==> config.mk <==
export PLATFORM = sky130hd
export DESIGN_NAME = ultrasonic_echo_ranger
export DESIGN_NICKNAME = d
export VERILOG_FILES = /design/src/uer_pkg.sv /design/src/uer_front.sv /design/src/uer_queue.sv /design/src/uer_back.sv /design/src/ultrasonic_echo_ranger.sv
export SDC_FILE = /design/constraint.sdc
export NUM_CORES = 1
export LEC_CHECK = 0
export BUFFER_PORTS_ARGS = -buffer_cell sky130_fd_sc_hd__buf_2
export CAP_MARGIN = 20
export CORE_MARGIN = 2
export CORE_UTILIZATION = 65
export CTS_BUF_LIST = sky130_fd_sc_hd__clkbuf_8
export DETAILED_ROUTE_END_ITERATION = 8
export HOLD_SLACK_MARGIN = 0.05
export PLACE_DENSITY = 0.89
export REMOVE_ABC_BUFFERS = 1
export SYNTH_ARGS = -nofsm -noshare
export SYNTH_HDL_FRONTEND = slang
export SYNTH_SLANG_ARGS = --single-unit
==> constraint.sdc <==
create_clock -name clk -period 14.7 [get_ports clk]
set_input_delay 4.41 -clock clk [delete_from_list [all_inputs] [get_ports clk]]
set_output_delay 4.41 -clock clk [all_outputs]
set_load 0.03 [all_outputs]
==> src/uer_pkg.sv <==
// ----------------------------------------------------------------------------
// uer_pkg: shared types and constants of the ultrasonic echo ranger
// phase codes, job flags between front and back, reciprocal constants
// ----------------------------------------------------------------------------
package uer_pkg;

  // default echo counter width
  localparam int ECHO_BITS_DEF = 16;

  // depth of the job queue between front and back
  localparam int QUEUE_DEPTH = 4;

  // register reset values
  localparam logic [19:0] PERIOD_RESET  = 20'd550000;
  localparam logic [7:0]  TRIGGER_RESET = 8'd15;

  // register indexes, taken from paddr[2]
  localparam logic REG_PERIOD  = 1'b0;
  localparam logic REG_TRIGGER = 1'b1;

  // floor(2^32 / 125), used for x / 125 with one correction step
  localparam int          RECIP125_BITS  = 26;
  localparam logic [25:0] RECIP125       = 26'd34359738;
  localparam int          RECIP125_SHIFT = 32;

  // ceil(2^23 / 10), exact for values below 2^22
  localparam int          RECIP10_BITS  = 20;
  localparam logic [19:0] RECIP10       = 20'd838861;
  localparam int          RECIP10_SHIFT = 23;

  // display characters and distance limit
  localparam logic [6:0]  CHAR_ZERO = 7'h30;
  localparam logic [6:0]  CHAR_DASH = 7'h2D;
  localparam logic [10:0] DIST_MAX  = 11'd2047;

  // measurement phase
  typedef enum logic [1:0] {
    PH_IDLE  = 2'd0,
    PH_TRIG  = 2'd1,
    PH_WAIT  = 2'd2,
    PH_COUNT = 2'd3
  } phase_t;

  // per-tick job flags handed from front to back
  typedef struct packed {
    logic timeout;
    logic valid;
    logic trig;
  } job_t;

  localparam int JOB_BITS = $bits(job_t);

endpackage

==> src/uer_front.sv <==
// ----------------------------------------------------------------------------
// uer_front: measurement sequencer
// consumes one tick per transfer and emits one job with flags and echo count
// ----------------------------------------------------------------------------
module uer_front #(
  parameter int ECHO_COUNTER_BITS = uer_pkg::ECHO_BITS_DEF
) (
  input  logic                         clk,
  input  logic                         rst,
  input  logic                         tick,
  input  logic                         echo_level,
  input  logic [19:0]                  period_ticks,
  input  logic [7:0]                   trigger_ticks,
  output uer_pkg::job_t                job,
  output logic [ECHO_COUNTER_BITS-1:0] job_count
);
  import uer_pkg::*;

  localparam logic [ECHO_COUNTER_BITS-1:0] ECHO_MAX = '1;
  localparam logic [ECHO_COUNTER_BITS-1:0] ECHO_ONE = ECHO_COUNTER_BITS'(1);

  phase_t                       phase, phase_next;
  logic [19:0]                  period_count, period_count_next;
  logic [7:0]                   pulse_count, pulse_count_next;
  logic [ECHO_COUNTER_BITS-1:0] echo_count, echo_count_next;
  logic                         overflow_seen, overflow_seen_next;
  logic [19:0]                  period_inc;
  logic [7:0]                   pulse_inc;
  logic                         period_done, pulse_done, echo_full;

  assign period_inc  = period_count + 20'd1;
  assign pulse_inc   = pulse_count + 8'd1;
  assign period_done = (period_inc >= period_ticks);
  assign pulse_done  = (pulse_inc >= trigger_ticks);
  assign echo_full   = (echo_count == ECHO_MAX);

  // next phase
  always_comb begin
    phase_next = phase;
    unique case (phase)
      PH_IDLE:  if (period_done) phase_next = PH_TRIG;
      PH_TRIG:  if (pulse_done) phase_next = PH_WAIT;
      PH_WAIT:  if (echo_level) phase_next = PH_COUNT;
      PH_COUNT: if (!echo_level || echo_full) phase_next = PH_IDLE;
      default:  phase_next = PH_IDLE;
    endcase
  end

  // counters and job for this tick
  always_comb begin
    period_count_next  = period_count;
    pulse_count_next   = pulse_count;
    echo_count_next    = echo_count;
    overflow_seen_next = overflow_seen;
    job                = '0;
    job_count          = '0;
    unique case (phase)
      PH_IDLE: begin
        if (period_done) begin
          period_count_next  = '0;
          pulse_count_next   = '0;
          echo_count_next    = '0;
          overflow_seen_next = 1'b0;
        end else begin
          period_count_next = period_inc;
        end
      end
      PH_TRIG: begin
        job.trig         = 1'b1;
        pulse_count_next = pulse_done ? 8'd0 : pulse_inc;
      end
      PH_WAIT: begin
        if (echo_level) echo_count_next = ECHO_ONE;
      end
      PH_COUNT: begin
        if (echo_level) begin
          if (echo_full) begin
            // counter overflow ends the measurement as a timeout
            echo_count_next    = '0;
            overflow_seen_next = 1'b1;
            period_count_next  = '0;
            job.valid          = 1'b1;
            job.timeout        = 1'b1;
          end else begin
            echo_count_next = echo_count + ECHO_ONE;
          end
        end else begin
          period_count_next = '0;
          job.valid         = 1'b1;
          job.timeout       = overflow_seen;
          job_count         = echo_count;
        end
      end
      default: ;
    endcase
  end

  // state registers, advance on each accepted tick
  always_ff @(posedge clk) begin
    if (rst) begin
      phase         <= PH_IDLE;
      period_count  <= '0;
      pulse_count   <= '0;
      echo_count    <= '0;
      overflow_seen <= 1'b0;
    end else if (tick) begin
      phase         <= phase_next;
      period_count  <= period_count_next;
      pulse_count   <= pulse_count_next;
      echo_count    <= echo_count_next;
      overflow_seen <= overflow_seen_next;
    end
  end

endmodule

==> src/uer_queue.sv <==
// ----------------------------------------------------------------------------
// uer_queue: small job queue
// decouples the tick sequencer from the distance and digit pipeline
// ----------------------------------------------------------------------------
module uer_queue #(
  parameter int WIDTH = 8,
  parameter int DEPTH = uer_pkg::QUEUE_DEPTH
) (
  input  logic             clk,
  input  logic             rst,
  input  logic             push,
  input  logic [WIDTH-1:0] push_data,
  output logic             full,
  input  logic             pop,
  output logic             not_empty,
  output logic [WIDTH-1:0] head
);
  import uer_pkg::*;

  localparam int PW = (DEPTH > 1) ? $clog2(DEPTH) : 1;
  localparam int CW = $clog2(DEPTH + 1);
  localparam logic [PW-1:0] LAST = PW'(DEPTH - 1);

  logic [WIDTH-1:0] slots [0:DEPTH-1];
  logic [PW-1:0]    wr_ptr, rd_ptr;
  logic [CW-1:0]    fill;
  logic             do_push, do_pop;

  assign full      = (fill == CW'(DEPTH));
  assign not_empty = (fill != '0);
  assign head      = slots[rd_ptr];
  assign do_push   = push && !full;
  assign do_pop    = pop && not_empty;

  // pointers and fill level
  always_ff @(posedge clk) begin
    if (rst) begin
      wr_ptr <= '0;
      rd_ptr <= '0;
      fill   <= '0;
    end else begin
      if (do_push) wr_ptr <= (wr_ptr == LAST) ? '0 : wr_ptr + PW'(1);
      if (do_pop) rd_ptr <= (rd_ptr == LAST) ? '0 : rd_ptr + PW'(1);
      if (do_push && !do_pop) fill <= fill + CW'(1);
      else if (do_pop && !do_push) fill <= fill - CW'(1);
    end
  end

  // slot storage
  always_ff @(posedge clk) begin
    if (do_push) slots[wr_ptr] <= push_data;
  end

endmodule

==> src/uer_back.sv <==
// ----------------------------------------------------------------------------
// uer_back: distance and digit pipeline
// count*17/1000 by reciprocal, then four decimal digits, one per stage
// ----------------------------------------------------------------------------
module uer_back #(
  parameter int ECHO_COUNTER_BITS = uer_pkg::ECHO_BITS_DEF
) (
  input  logic                         clk,
  input  logic                         rst,
  input  logic                         job_avail,
  input  uer_pkg::job_t                job,
  input  logic [ECHO_COUNTER_BITS-1:0] job_count,
  output logic                         job_take,
  output logic                         out_valid,
  input  logic                         out_ready,
  output logic                         out_trigger,
  output logic                         out_result,
  output logic                         out_timeout,
  output logic [10:0]                  out_distance,
  output logic [6:0]                   out_thousands,
  output logic [6:0]                   out_hundreds,
  output logic [6:0]                   out_tens,
  output logic [6:0]                   out_ones
);
  import uer_pkg::*;

  localparam int CB  = ECHO_COUNTER_BITS;
  localparam int PWD = CB + 5;                 // count*17
  localparam int XW  = CB + 2;                 // count*17 / 8
  localparam int MW  = XW + RECIP125_BITS;     // x * recip125
  localparam int DW  = CB - 4;                 // distance before saturation
  localparam int TW  = DW + RECIP10_BITS;      // value * recip10
  localparam int NST = 9;                      // stages incl. output register

  logic               adv;
  logic [NST-1:0]     vld;
  job_t               fl [0:NST-2];

  logic [PWD-1:0]     prod17;
  logic [XW-1:0]      x1, x2;
  logic [MW-1:0]      mul125;
  logic [DW-1:0]      q0;
  logic [XW-1:0]      rem;
  logic [DW-1:0]      dist_raw;

  logic [DW-1:0]      dval [0:4];
  logic [TW-1:0]      dmul [0:4];
  logic [10:0]        dsat [0:4];
  logic [15:0]        digs [0:4];

  // whole pipe moves together when the output register can take a word
  assign adv      = !vld[NST-1] || out_ready;
  assign job_take = adv && job_avail;
  assign out_valid = vld[NST-1];

  // valid bits
  always_ff @(posedge clk) begin
    if (rst) begin
      vld <= '0;
    end else if (adv) begin
      vld <= {vld[NST-2:0], job_avail};
    end
  end

  // flags follow their data
  always_ff @(posedge clk) begin
    if (adv) begin
      fl[0] <= job;
      for (int i = 1; i < NST - 1; i++) fl[i] <= fl[i-1];
    end
  end

  // stage 0: count*17 as shift and add
  always_ff @(posedge clk) begin
    if (adv) prod17 <= PWD'(job_count) + (PWD'(job_count) << 4);
  end

  // stage 1: x = count*17/8, multiply by reciprocal of 125
  always_ff @(posedge clk) begin
    if (adv) begin
      x1     <= prod17[PWD-1:3];
      mul125 <= MW'(prod17[PWD-1:3]) * MW'(RECIP125);
    end
  end

  // stage 2: quotient estimate, low by at most one
  always_ff @(posedge clk) begin
    if (adv) begin
      q0 <= mul125[MW-1:RECIP125_SHIFT];
      x2 <= x1;
    end
  end

  // stage 3: correct the estimate, saturate, start the first digit
  assign rem      = x2 - ((XW'(q0) << 7) - (XW'(q0) << 2) + XW'(q0));
  assign dist_raw = (rem >= XW'(125)) ? q0 + DW'(1) : q0;

  always_ff @(posedge clk) begin
    if (adv) begin
      dval[0] <= dist_raw;
      dmul[0] <= TW'(dist_raw) * TW'(RECIP10);
      dsat[0] <= (32'(dist_raw) > 32'(DIST_MAX)) ? DIST_MAX : 11'(dist_raw);
      digs[0] <= '0;
    end
  end

  // stages 4 to 7: one decimal digit each, ones digit first
  for (genvar k = 0; k < 4; k++) begin : g_digit
    logic [DW-1:0] q;
    logic [DW-1:0] r;
    logic [15:0]   digs_next;

    assign q = DW'(dmul[k][TW-1:RECIP10_SHIFT]);
    assign r = dval[k] - ((q << 3) + (q << 1));

    // digits so far with this stage's digit put in place
    always_comb begin
      digs_next = digs[k];
      digs_next[4*k +: 4] = r[3:0];
    end

    always_ff @(posedge clk) begin
      if (adv) begin
        dval[k+1] <= q;
        dmul[k+1] <= TW'(q) * TW'(RECIP10);
        dsat[k+1] <= dsat[k];
        digs[k+1] <= digs_next;
      end
    end
  end

  // output register: pick characters by result kind
  always_ff @(posedge clk) begin
    if (adv) begin
      out_trigger <= fl[NST-2].trig;
      out_result  <= fl[NST-2].valid;
      out_timeout <= fl[NST-2].valid && fl[NST-2].timeout;
      if (!fl[NST-2].valid) begin
        out_distance  <= '0;
        out_thousands <= '0;
        out_hundreds  <= '0;
        out_tens      <= '0;
        out_ones      <= '0;
      end else if (fl[NST-2].timeout) begin
        out_distance  <= '0;
        out_thousands <= CHAR_DASH;
        out_hundreds  <= CHAR_DASH;
        out_tens      <= CHAR_DASH;
        out_ones      <= CHAR_DASH;
      end else begin
        out_distance  <= dsat[4];
        out_thousands <= CHAR_ZERO + 7'(digs[4][15:12]);
        out_hundreds  <= CHAR_ZERO + 7'(digs[4][11:8]);
        out_tens      <= CHAR_ZERO + 7'(digs[4][7:4]);
        out_ones      <= CHAR_ZERO + 7'(digs[4][3:0]);
      end
    end
  end

  // a timeout is always a completed measurement
  a_timeout_is_result: assert property (@(posedge clk) disable iff (rst)
    out_valid && out_timeout |-> out_result)
    else $error("timeout flagged without a result");

  // ticks without a result carry no distance or characters
  a_idle_tick_blank: assert property (@(posedge clk) disable iff (rst)
    out_valid && !out_result |-> (out_distance == '0) && (out_ones == '0)
      && (out_tens == '0) && (out_hundreds == '0) && (out_thousands == '0))
    else $error("result fields set on a tick without a result");

  // a timeout shows dashes and zero distance
  a_timeout_dashes: assert property (@(posedge clk) disable iff (rst)
    out_valid && out_timeout |-> (out_distance == '0) && (out_ones == CHAR_DASH)
      && (out_thousands == CHAR_DASH))
    else $error("timeout result without dashes");

  // the queue is drained only when the pipe moves
  a_take_on_advance: assert property (@(posedge clk) disable iff (rst)
    job_take |-> adv && job_avail)
    else $error("job taken while pipe stalled");

endmodule

==> src/ultrasonic_echo_ranger.sv <==
// ----------------------------------------------------------------------------
// ultrasonic_echo_ranger: time-of-flight ultrasonic ranging
// tick-driven trigger and echo timing with distance and ascii digit output
// ----------------------------------------------------------------------------
// Each slave transfer is one 1 us tick carrying the echo level in
// s_tdata[0]; every accepted tick yields exactly one master transfer, so the
// block takes one tick per clock cycle for as long as results are taken.
// For each accepted tick the sequencer pushes a job into a four-entry queue,
// and a nine-stage pipeline (count*17 by shift and add, one reciprocal
// multiply for /125 with a correction step, then one divide-by-ten multiply
// per digit stage) forms the distance and the four characters. When m_tready
// drops the queue fills up to its four entries before s_tready falls.
// period_ticks sits at byte address 0 and trigger_ticks at byte address 4
// of the register port.
module ultrasonic_echo_ranger #(
  parameter int ECHO_COUNTER_BITS = uer_pkg::ECHO_BITS_DEF
) (
  input  logic        clk,
  input  logic        rst,
  // slave stream: tdata [0] echo_level, [7:1] zero
  input  logic        s_tvalid,
  output logic        s_tready,
  input  logic [7:0]  s_tdata,
  // master stream: tdata [0] trigger_out, [11:1] distance_cm,
  // [18:12] char_thousands, [25:19] char_hundreds, [32:26] char_tens,
  // [39:33] char_ones
  output logic        m_tvalid,
  input  logic        m_tready,
  output logic [39:0] m_tdata,
  // master tuser: [0] result_valid, [1] timed_out
  output logic [1:0]  m_tuser,
  // register port
  input  logic        psel,
  input  logic        penable,
  input  logic        pwrite,
  input  logic [2:0]  paddr,
  input  logic [31:0] pwdata,
  output logic [31:0] prdata,
  output logic        pready
);
  import uer_pkg::*;

  localparam int QW = JOB_BITS + ECHO_COUNTER_BITS;

  logic [19:0]                  period_ticks;
  logic [7:0]                   trigger_ticks;
  logic                         cfg_write;
  logic                         tick;
  job_t                         front_job, back_job;
  logic [ECHO_COUNTER_BITS-1:0] front_count, back_count;
  logic [QW-1:0]                q_head;
  logic                         q_full, q_avail, q_take;
  logic                         o_trig, o_result, o_timeout;
  logic [10:0]                  o_dist;
  logic [6:0]                   o_th, o_hu, o_te, o_on;

  // register port
  assign pready    = 1'b1;
  assign cfg_write = psel && penable && pwrite && pready;

  always_ff @(posedge clk) begin
    if (rst) begin
      period_ticks  <= PERIOD_RESET;
      trigger_ticks <= TRIGGER_RESET;
    end else if (cfg_write) begin
      unique case (paddr[2])
        REG_PERIOD:  period_ticks  <= pwdata[19:0];
        REG_TRIGGER: trigger_ticks <= pwdata[7:0];
        default: ;
      endcase
    end
  end

  always_comb begin
    unique case (paddr[2])
      REG_PERIOD:  prdata = {12'd0, period_ticks};
      REG_TRIGGER: prdata = {24'd0, trigger_ticks};
      default:     prdata = '0;
    endcase
  end

  // tick transfer
  assign s_tready = !q_full;
  assign tick     = s_tvalid && s_tready;

  uer_front #(
    .ECHO_COUNTER_BITS(ECHO_COUNTER_BITS)
  ) u_front (
    .clk          (clk),
    .rst          (rst),
    .tick         (tick),
    .echo_level   (s_tdata[0]),
    .period_ticks (period_ticks),
    .trigger_ticks(trigger_ticks),
    .job          (front_job),
    .job_count    (front_count)
  );

  uer_queue #(
    .WIDTH(QW),
    .DEPTH(QUEUE_DEPTH)
  ) u_queue (
    .clk      (clk),
    .rst      (rst),
    .push     (tick),
    .push_data({front_count, front_job}),
    .full     (q_full),
    .pop      (q_take),
    .not_empty(q_avail),
    .head     (q_head)
  );

  assign back_job   = job_t'(q_head[JOB_BITS-1:0]);
  assign back_count = q_head[QW-1:JOB_BITS];

  uer_back #(
    .ECHO_COUNTER_BITS(ECHO_COUNTER_BITS)
  ) u_back (
    .clk          (clk),
    .rst          (rst),
    .job_avail    (q_avail),
    .job          (back_job),
    .job_count    (back_count),
    .job_take     (q_take),
    .out_valid    (m_tvalid),
    .out_ready    (m_tready),
    .out_trigger  (o_trig),
    .out_result   (o_result),
    .out_timeout  (o_timeout),
    .out_distance (o_dist),
    .out_thousands(o_th),
    .out_hundreds (o_hu),
    .out_tens     (o_te),
    .out_ones     (o_on)
  );

  // result packing
  assign m_tdata = {o_on, o_te, o_hu, o_th, o_dist, o_trig};
  assign m_tuser = {o_timeout, o_result};

endmodule

==> impl_metrics.ini, run 1 <==
[clocking]
cts.clk_slew.worst_paths_ns = 0.07
ctsResizeCount = 0
clock_path_buffers = 3
postCtsSetupRepairBufs = 0
tritoncts = built
htreeDepth = 3
clk_latency_ns = 0.68
cts_root_buffer = clkbuf_8
clock-sinks = 435
cts-buffers-inserted = 71
holdBufCountCts = 0

[yosys]
synth_seq_cells = 435
yosys_warnings = 0
yosysSeqAreaShare_pct = 39.6
synthCells = 2669
synth.avg_cell_area_sq_um = 11.5
synth_edf_count = 342
synthFlopType = edfxtp_1
netlist_area_sq_um = 30600
async_flop_share_pct = 0
synth_cell_types = 76

[timing]
worst_pin_slew_ns = 0.961
worst_clock_skew_ns = 0.0355
setup_viol = 0
maxSlewViolCount = 0
rsz0062_at_grt = no
relSlewSlack_pct = 34.3
setup_tns_ns = 0
period_needed_ns = 10.32
finalHoldViolCount = 0
fin_crit_sh_pct = 70.2
fin_ws_ns = 4.38
max_freq_ghz = 0.0969
hold_ws_ns = 0.407

[finish]
nFillCells = 3034
multiInputGateArea_sq_um = 16200
layout_common_cells = inv_1, ha_1, edfxtp_1, fa_1, nand2_1
post-route-util_pct = 70.7
antenna-diode-count = 0
finalNetCount = 3499
drive_gt1_share_pct = 8.10
regArea_sq_um = 12100
final_common_cell = inv_1
area_growth_pct = 7.43

[grt]
grt_max_degree = 123
overflow = 0
grt_usage_pct = 24.9
antenna_found_initial = 0
first_global_vias = 20800
grt_pass1_wl_mm = 99.2

[setup_path]
cpLargestDelayFamily = adder cells
crit_buf_inv = 6
worstSetupPathType = reg -> reg
timing.critical_path.mode_cell = inv_1
critical-path-max-stage-delay_ns = 0.67
startpoint_type = flop
path_max_fanout = 12
arrival_ns = 10.74
r2r_cells = 37
crit_slowest_cell = a2111oi_0
worstSetupEndpointType = flop
cp.required_ns = 15.12
path_depth = 37

[die]
io_pins = 127
num_rows = 79
initial_core_util_pct = 65.8
coreArea_sq_um = 46600
fp.dieArea_sq_um = 48900
die_w_um = 221
die-height_um = 221

[placed_design]
detailedPlace.worstSlack_ns = 4.50
gp_congestion = 0.907
port_buffers = 88
dp_hpwl_mm = 44.9

[route]
ant_nets = 0
drc_errors = 0
via_per_inst = 5.65
wire_per_inst_um = 17.1
num_vias = 19500
dr.pass1.iters = 5
wl_mm = 59.1
drt-initial-drc-count = 939

[hold_path]
min_path_cells = 0
hold_class = reg -> reg

[job]
cap_violations = 0

[status]
status = finished clean
[cell usage after synthesis (21+ instances only)]
master / instances / area share, %
o21ai_0: 57 / 0.93
o21a_1: 23 / 0.56
a21o_1: 44 / 1.1
edfxtp_1: 342 / 34
xnor2_1: 74 / 2.1
nand3_1: 38 / 0.62
nor2_1: 117 / 1.4
nor3_1: 27 / 0.44
nand2_1: 122 / 1.5
dfxtp_1: 93 / 6.1
ha_1: 447 / 18
fa_1: 215 / 14
and3_1: 21 / 0.43
inv_1: 523 / 6.4
nand2b_1: 24 / 0.49
buf_4: 31 / 0.76
a21oi_1: 121 / 2.0
xor2_1: 32 / 0.92
nor2b_1: 24 / 0.49
and2_1: 45 / 0.92
clkbuf_1: 32 / 0.39
[final timing paths]
check / start / end / slack [ns]
setup / recovery: u_back.q0[1] / u_back.dmul[0][31] / 4.38
hold / removal: u_back.dsat[3][0] / u_back.dsat[4][0] / 0.41
setup reg to reg: u_back.q0[1] / u_back.dmul[0][31] / 4.38
hold reg to reg: u_back.dsat[3][0] / u_back.dsat[4][0] / 0.41
[sequential cells by signal, summed over array words and instances (netlist names), 3 cells and up, named ones only]
| signal | cells |
|---|---|
| period_ticks | 20 |
| trigger_ticks | 8 |
| u_back.digs | 40 |
| u_back.dmul | 29 |
| u_back.dsat | 55 |
| u_back.dval | 8 |
| u_back.fl | 24 |
| u_back.mul125 | 12 |
| u_back.out_distance | 11 |
| u_back.out_hundreds | 4 |
| u_back.out_ones | 6 |
| u_back.out_tens | 4 |
| u_back.out_thousands | 4 |
| u_back.prod17 | 18 |
| u_back.q0 | 12 |
| u_back.vld | 9 |
| u_back.x1 | 18 |
| u_back.x2 | 18 |
| u_front.echo_count | 16 |
| u_front.period_count | 20 |
| u_front.pulse_count | 8 |
| u_queue.fill | 3 |
| u_queue.slots | 76 |
[metal layers]
metal | global-route usage (%) | routed length (um)
met1 | 29.0 | 23400
met2 | 45.5 | 31200
met3 | 4.29 | 2560
met4 | 9.61 | 1970
met5 | 0 | 0
[kinds of logic (layout without fill, tap and decap cells)]
kind of cell               after synthesis  in the layout  synth area share (%)
muxes                                   25             25                  1.60
adders and majority gates              662            662                  32.3
AOI/OAI and AO/OA                      359            359                  7.66
other                                    2             17                0.0245
xor gates and xnor gates               108            108                  3.14
DFF                                    435            435                  39.6
buffers and inverters                  592            749                  7.67
and+or+nand+nor                        486            486                  7.97
[area by class of cell]
cell class | count | share of cell area (%)
clock buffer | 71 | 2.97
timing repair buffer | 97 | 1.54
tap | 607 | 2.31
clock inverter | 56 | 1.04
sequential | 435 | 36.9
multi-input combinational | 1657 | 49.2
inverter | 525 | 6.01
[worst reg2reg max path, delay by kind of cell, from the launching register on]
| kind | cells | cell delay, ns |
|---|---|---|
| buf+inv | 6 | 0.52 |
| flops | 1 | 0.49 |
| compound gates | 9 | 2.25 |
| simple gates | 9 | 2.24 |
| xor+xnor | 4 | 0.81 |
| fa+ha+maj | 9 | 3.82 |
[stage by stage]
step | area (sq um) | cells
after floorplan | 30300 | 2617
after global placement | 31600 | 3321
after detailed placement | 31600 | 3321
after CTS | 32900 | 3448
after global routing | 32900 | 3448
final | 32900 | 3448
Power of run 1 is not shown: default switching activity piles up to over one toggle a cycle in this logic, so the estimate is an artifact.
==> inputs of run 2 (changes only) <==
==> constraint.sdc (replaced) <==
create_clock -name clk -period 9.6 [get_ports clk]
set_input_delay 2.88 -clock clk [delete_from_list [all_inputs] [get_ports clk]]
set_output_delay 2.88 -clock clk [all_outputs]
set_load 0.03 [all_outputs]
==> run 2 against run 1 <==
Clock skew fell by 0.0082 ns. Non-clock buffer count grew 37. Utilization rose by 0.94 points. Register-to-register slack got worse by 3.9 ns. Fmax grew 13%. Sequential share of layout area down 0.49 points. Count of clock-buffer cells in the layout increased by 5. Routed wire length grew 2.1%. Via count increased by 1.2%. Worst hold slack improved by 0.0044 ns. Largest cell class unchanged.
==> impl_metrics.ini, run 2 (same netlist as run 1, synthesis figures left out) <==
[setup_path]
cp.required_ns = 9.99
path_max_fanout = 6
arrival_ns = 9.56
startpoint_type = flop
worstSetupEndpointType = flop
worstSetupPathType = reg -> reg
critical-path-max-stage-delay_ns = 0.55
timing.critical_path.mode_cell = inv_1
crit_slowest_cell = fa_1

[placed_design]
detailedPlace.worstSlack_ns = -0.00441
gp_congestion = 0.936
dpl_cell_area_sq_um = 31800
dp_hpwl_mm = 45.1
port_buffers = 88

[timing]
period_needed_ns = 9.16
max_freq_ghz = 0.109
setup_viol = 0
maxSlewViolCount = 0
fin_crit_sh_pct = 95.4
worst_pin_slew_ns = 0.987
fin_ws_ns = 0.437
relSlewSlack_pct = 32.5
finalHoldViolCount = 0
worst_clock_skew_ns = 0.0273
setup_tns_ns = 0

[die]
initial_core_util_pct = 65.8
coreArea_sq_um = 46600
fp.dieArea_sq_um = 48900
num_rows = 79
die-height_um = 221
die_w_um = 221
io_pins = 127

[hold_path]
hold_class = reg -> reg

[clocking]
clock-sinks = 435
holdBufCountCts = 0
cts-buffers-inserted = 73
cts_root_buffer = clkbuf_8
tritoncts = built
htreeDepth = 3
cts.clk_slew.worst_paths_ns = 0.06
clock_path_buffers = 3
clk_latency_ns = 0.67

[finish]
largest_register_ffs = 76
finalNetCount = 3538
antenna-diode-count = 0
design_area_sq_um = 33300
top_register = u_queue.slots
drive_gt1_share_pct = 9.72
reg.largest.list = u_queue.slots x76, u_back.dsat x55, u_back.digs x40
regArea_sq_um = 12100
area_growth_pct = 8.86
layout_common_cells = inv_1, ha_1, edfxtp_1, fa_1, nand2_1
multiInputGateArea_sq_um = 16300
final_common_cell = inv_1
nFillCells = 3034

[route]
wl_mm = 60.4
drt-initial-drc-count = 1086
ant_nets = 0
dr.pass1.iters = 5
num_vias = 19700
via_per_inst = 5.65
drc_errors = 0
wire_per_inst_um = 17.3

[grt]
grt_max_degree = 117
grt_pass1_wl_mm = 100
first_global_vias = 21200
overflow = 0
grt_usage_pct = 25.2
antenna_found_initial = 0

[job]
cap_violations = 0

[status]
status = finished clean
==> run 2: cell count changes in the layout (fill, tap and decap cells not counted), sizes merged <==
cell / before / now
clkinvlp: 3 / 1
inv: 544 / 549
buf: 97 / 134
bufinv: 3 / 4
clkbuf: 71 / 76
clkinv: 31 / 24
==> run 2: area by class of cell <==
type	instances	share of cell area, %
Multi-Input combinational cell	1657	48.8
Clock inverter	53	1.02
Inverter	525	5.93
Sequential cell	435	36.4
Tap cell	607	2.28
Timing Repair Buffer	134	2.45
Clock buffer	76	3.14
==> run 2: path summary, 6_finish.rpt <==
path | startpoint | slack (ns) | endpoint | depth (start not counted)
worst max-delay path | u_back.q0[2] | 0.44 | u_back.dmul[0][30] | 37
worst min register to register | u_back.fl[0][4] | 0.41 | u_back.fl[0][7] | 0
worst max register to register | u_back.q0[2] | 0.44 | u_back.dmul[0][30] | 37
worst min-delay path | u_back.fl[0][4] | 0.41 | u_back.fl[0][7] | 0
==> run 2: routing by layer <==
layer | GRT usage, % | part of all wire [%] | wire, um
met5 | 0 | 0 | 0
met4 | 10.8 | 3.5 | 2100
met3 | 3.78 | 4.0 | 2420
met2 | 46.1 | 53 | 32000
met1 | 29.5 | 40 | 23900
==> run 2: critical path: cells and delay by family, from the launching register on <==
kind	cells	cell delay, ns
AND/OR/NAND/NOR	6	1.23
flip-flops	1	0.49
AO/OA/AOI/OAI	10	1.82
buffers and inverters	9	1.01
adder cells (fa/ha/maj)	9	3.83
XOR/XNOR	3	0.52
==> run 2: timing repair <==
item | in CTS | in global routing
setup endpoints to repair | 2 | 3
setup buffers | 0 | 10
endpoints found under the hold margin | 0 | 0
resized for setup | 1 | 19
pin swaps | 0 | 5
==> run 2: per-stage QoR <==
stage | hold slack [ns] | util (%) | cells
after global placement | 0.400 | 68.2 | 3347
final | 0.412 | 71.6 | 3487
after floorplan | 0.400 | - | 2617
after global routing | 0.418 | 71.6 | 3487
after detailed placement | 0.405 | 68.2 | 3347
after CTS | 0.412 | 71.2 | 3476
Power of run 2 is left out for the same reason.
==> inputs of run 3 (changes only) <==
--- a/config.mk
+++ b/config.mk
@@ -8,11 +8,11 @@
 export BUFFER_PORTS_ARGS = -buffer_cell sky130_fd_sc_hd__buf_2
 export CAP_MARGIN = 20
 export CORE_MARGIN = 2
-export CORE_UTILIZATION = 65
+export CORE_UTILIZATION = 42
 export CTS_BUF_LIST = sky130_fd_sc_hd__clkbuf_8
 export DETAILED_ROUTE_END_ITERATION = 8
 export HOLD_SLACK_MARGIN = 0.05
-export PLACE_DENSITY = 0.89
+export PLACE_DENSITY = 0.64
 export REMOVE_ABC_BUFFERS = 1
 export SYNTH_ARGS = -nofsm -noshare
 export SYNTH_HDL_FRONTEND = slang
==> run 3 against run 2 <==
Setup slack better by 0.15 ns. Register-to-register slack improved by 0.15 ns. Critical endpoint is now u_back.dmul[0][31]. Critical path type unchanged. Flip-flop and latch count is the same. Fmax increased by 1.6%.
==> impl_metrics.ini, run 3 (same netlist as run 1, synthesis figures left out) <==
[clocking]
cts_root_buffer = clkbuf_8
tritoncts = built
clock_path_buffers = 3
holdBufCountCts = 0
cts-buffers-inserted = 78
clk_latency_ns = 0.68
clock-sinks = 435
cts.clk_slew.worst_paths_ns = 0.07
htreeDepth = 3

[setup_path]
critical-path-max-stage-delay_ns = 0.56
r2r_cells = 37
r2r-end = u_back.dmul[0][31]
cp.required_ns = 9.98
worstSetupPathType = reg -> reg
startpoint_type = flop
reg2reg_from = u_back.q0[2]
timing.critical_path.mode_cell = inv_1
worstSetupEndpointType = flop
r2r_setup_slack_ns = 0.58
path_max_fanout = 6
crit_slowest_cell = fa_1
arrival_ns = 9.39

[die]
fp.dieArea_sq_um = 75100
coreArea_sq_um = 72600
initial_core_util_pct = 42.2
io_pins = 127
num_rows = 99
die_w_um = 274
die-height_um = 274

[route]
wl_mm = 58.1
drt-initial-drc-count = 869
drc_errors = 0
num_vias = 19200
via_per_inst = 4.99
dr.pass1.iters = 5
ant_nets = 0
wire_per_inst_um = 15.1

[status]
status = finished clean

[placed_design]
dpl_cell_area_sq_um = 32200
port_buffers = 88
dp_hpwl_mm = 44.2
gp_congestion = 0.865

[timing]
max_freq_ghz = 0.111
fin_crit_sh_pct = 93.9
maxSlewViolCount = 0
hold_ws_ns = 0.397
worst_pin_slew_ns = 1.03
worst_clock_skew_ns = 0.0432
setup_viol = 0
finalHoldViolCount = 0
period_needed_ns = 9.02
relSlewSlack_pct = 31.4

[grt]
first_global_vias = 20500
grt_usage_pct = 16.0
overflow = 0
grt_pass1_wl_mm = 98.2
grt_max_degree = 130
antenna_found_initial = 0

[finish]
finalNetCount = 3543
drive_gt1_share_pct = 10.1
layout_common_cells = inv_1, ha_1, edfxtp_1, fa_1, nand2_1
final_common_cell = inv_1
area_growth_pct = 10.8
top_register = u_queue.slots
reg.largest.list = u_queue.slots x76, u_back.dsat x55, u_back.digs x40
design_area_sq_um = 33900
largest_register_ffs = 76

[hold_path]
hold_path_end = u_back.fl[0][11]
min_path_cells = 0
hold_class = reg -> reg
worstHoldStart = u_back.fl[0][8]

[job]
cap_violations = 0
-- run 3: worst max-delay path by stage --
stage,start,slack (ns),to,depth (start not counted)
2_1_floorplan,m_tready,-2.16,u_queue.fill[2],9
3_3_place_gp,u_back.q0[3],0.24,u_back.dmul[0][31],34
3_5_place_dp,u_back.q0[2],0.10,u_back.dmul[0][31],36
4_1_cts,u_back.q0[2],0.05,u_back.dmul[0][31],36
5_1_grt,u_back.q0[1],-0.05,u_back.dmul[0][31],38
6_report,u_back.q0[2],0.58,u_back.dmul[0][31],37
-- run 3: repair_timing --
item,CTS,global route
resized for setup,0,21
hold endpoints to repair,0,0
buffers inserted,0,12
setup endpoints to repair,0,5
-- run 3: per-stage QoR --
step,util (%),setup TNS [ns],cells,setup slack (ns)
after floorplan,-,-280.23,2617,-2.16
after global placement,44.4,0,3697,0.242
after detailed placement,44.4,0,3697,0.104
after CTS,46.5,0,3839,0.0527
after global routing,46.7,-0.0575,3852,-0.0548
final,46.7,0,3853,0.583
-- run 3: layout make-up --
class	instances	area, sq um
antenna	1	2.50
multi-input combinational	1657	16300
clock inverter	57	388
inverter	525	1980
sequential	435	12100
tap	959	1200
fill	6604	38700
timing repair buffer	134	793
clock buffer	85	1170
-- run 3: critical path, delay by kind of cell, from the launching register on --
family	cells	cell delay [ns]
AND/OR/NAND/NOR	5	1.14
XOR/XNOR	4	0.61
AO/OA/AOI/OAI	11	2.05
adder cells (fa/ha/maj)	9	3.64
buffers and inverters	8	0.80
flip-flops	1	0.49
-- run 3: metal layers --
| metal | track usage [%] | wire length [um] |
|---|---|---|
| met2 | 29.5 | 30400 |
| met3 | 2.53 | 2030 |
| met1 | 18.9 | 24300 |
| met5 | 0 | 0 |
| met4 | 5.23 | 1410 |
Power of run 3 is left out for the same reason.
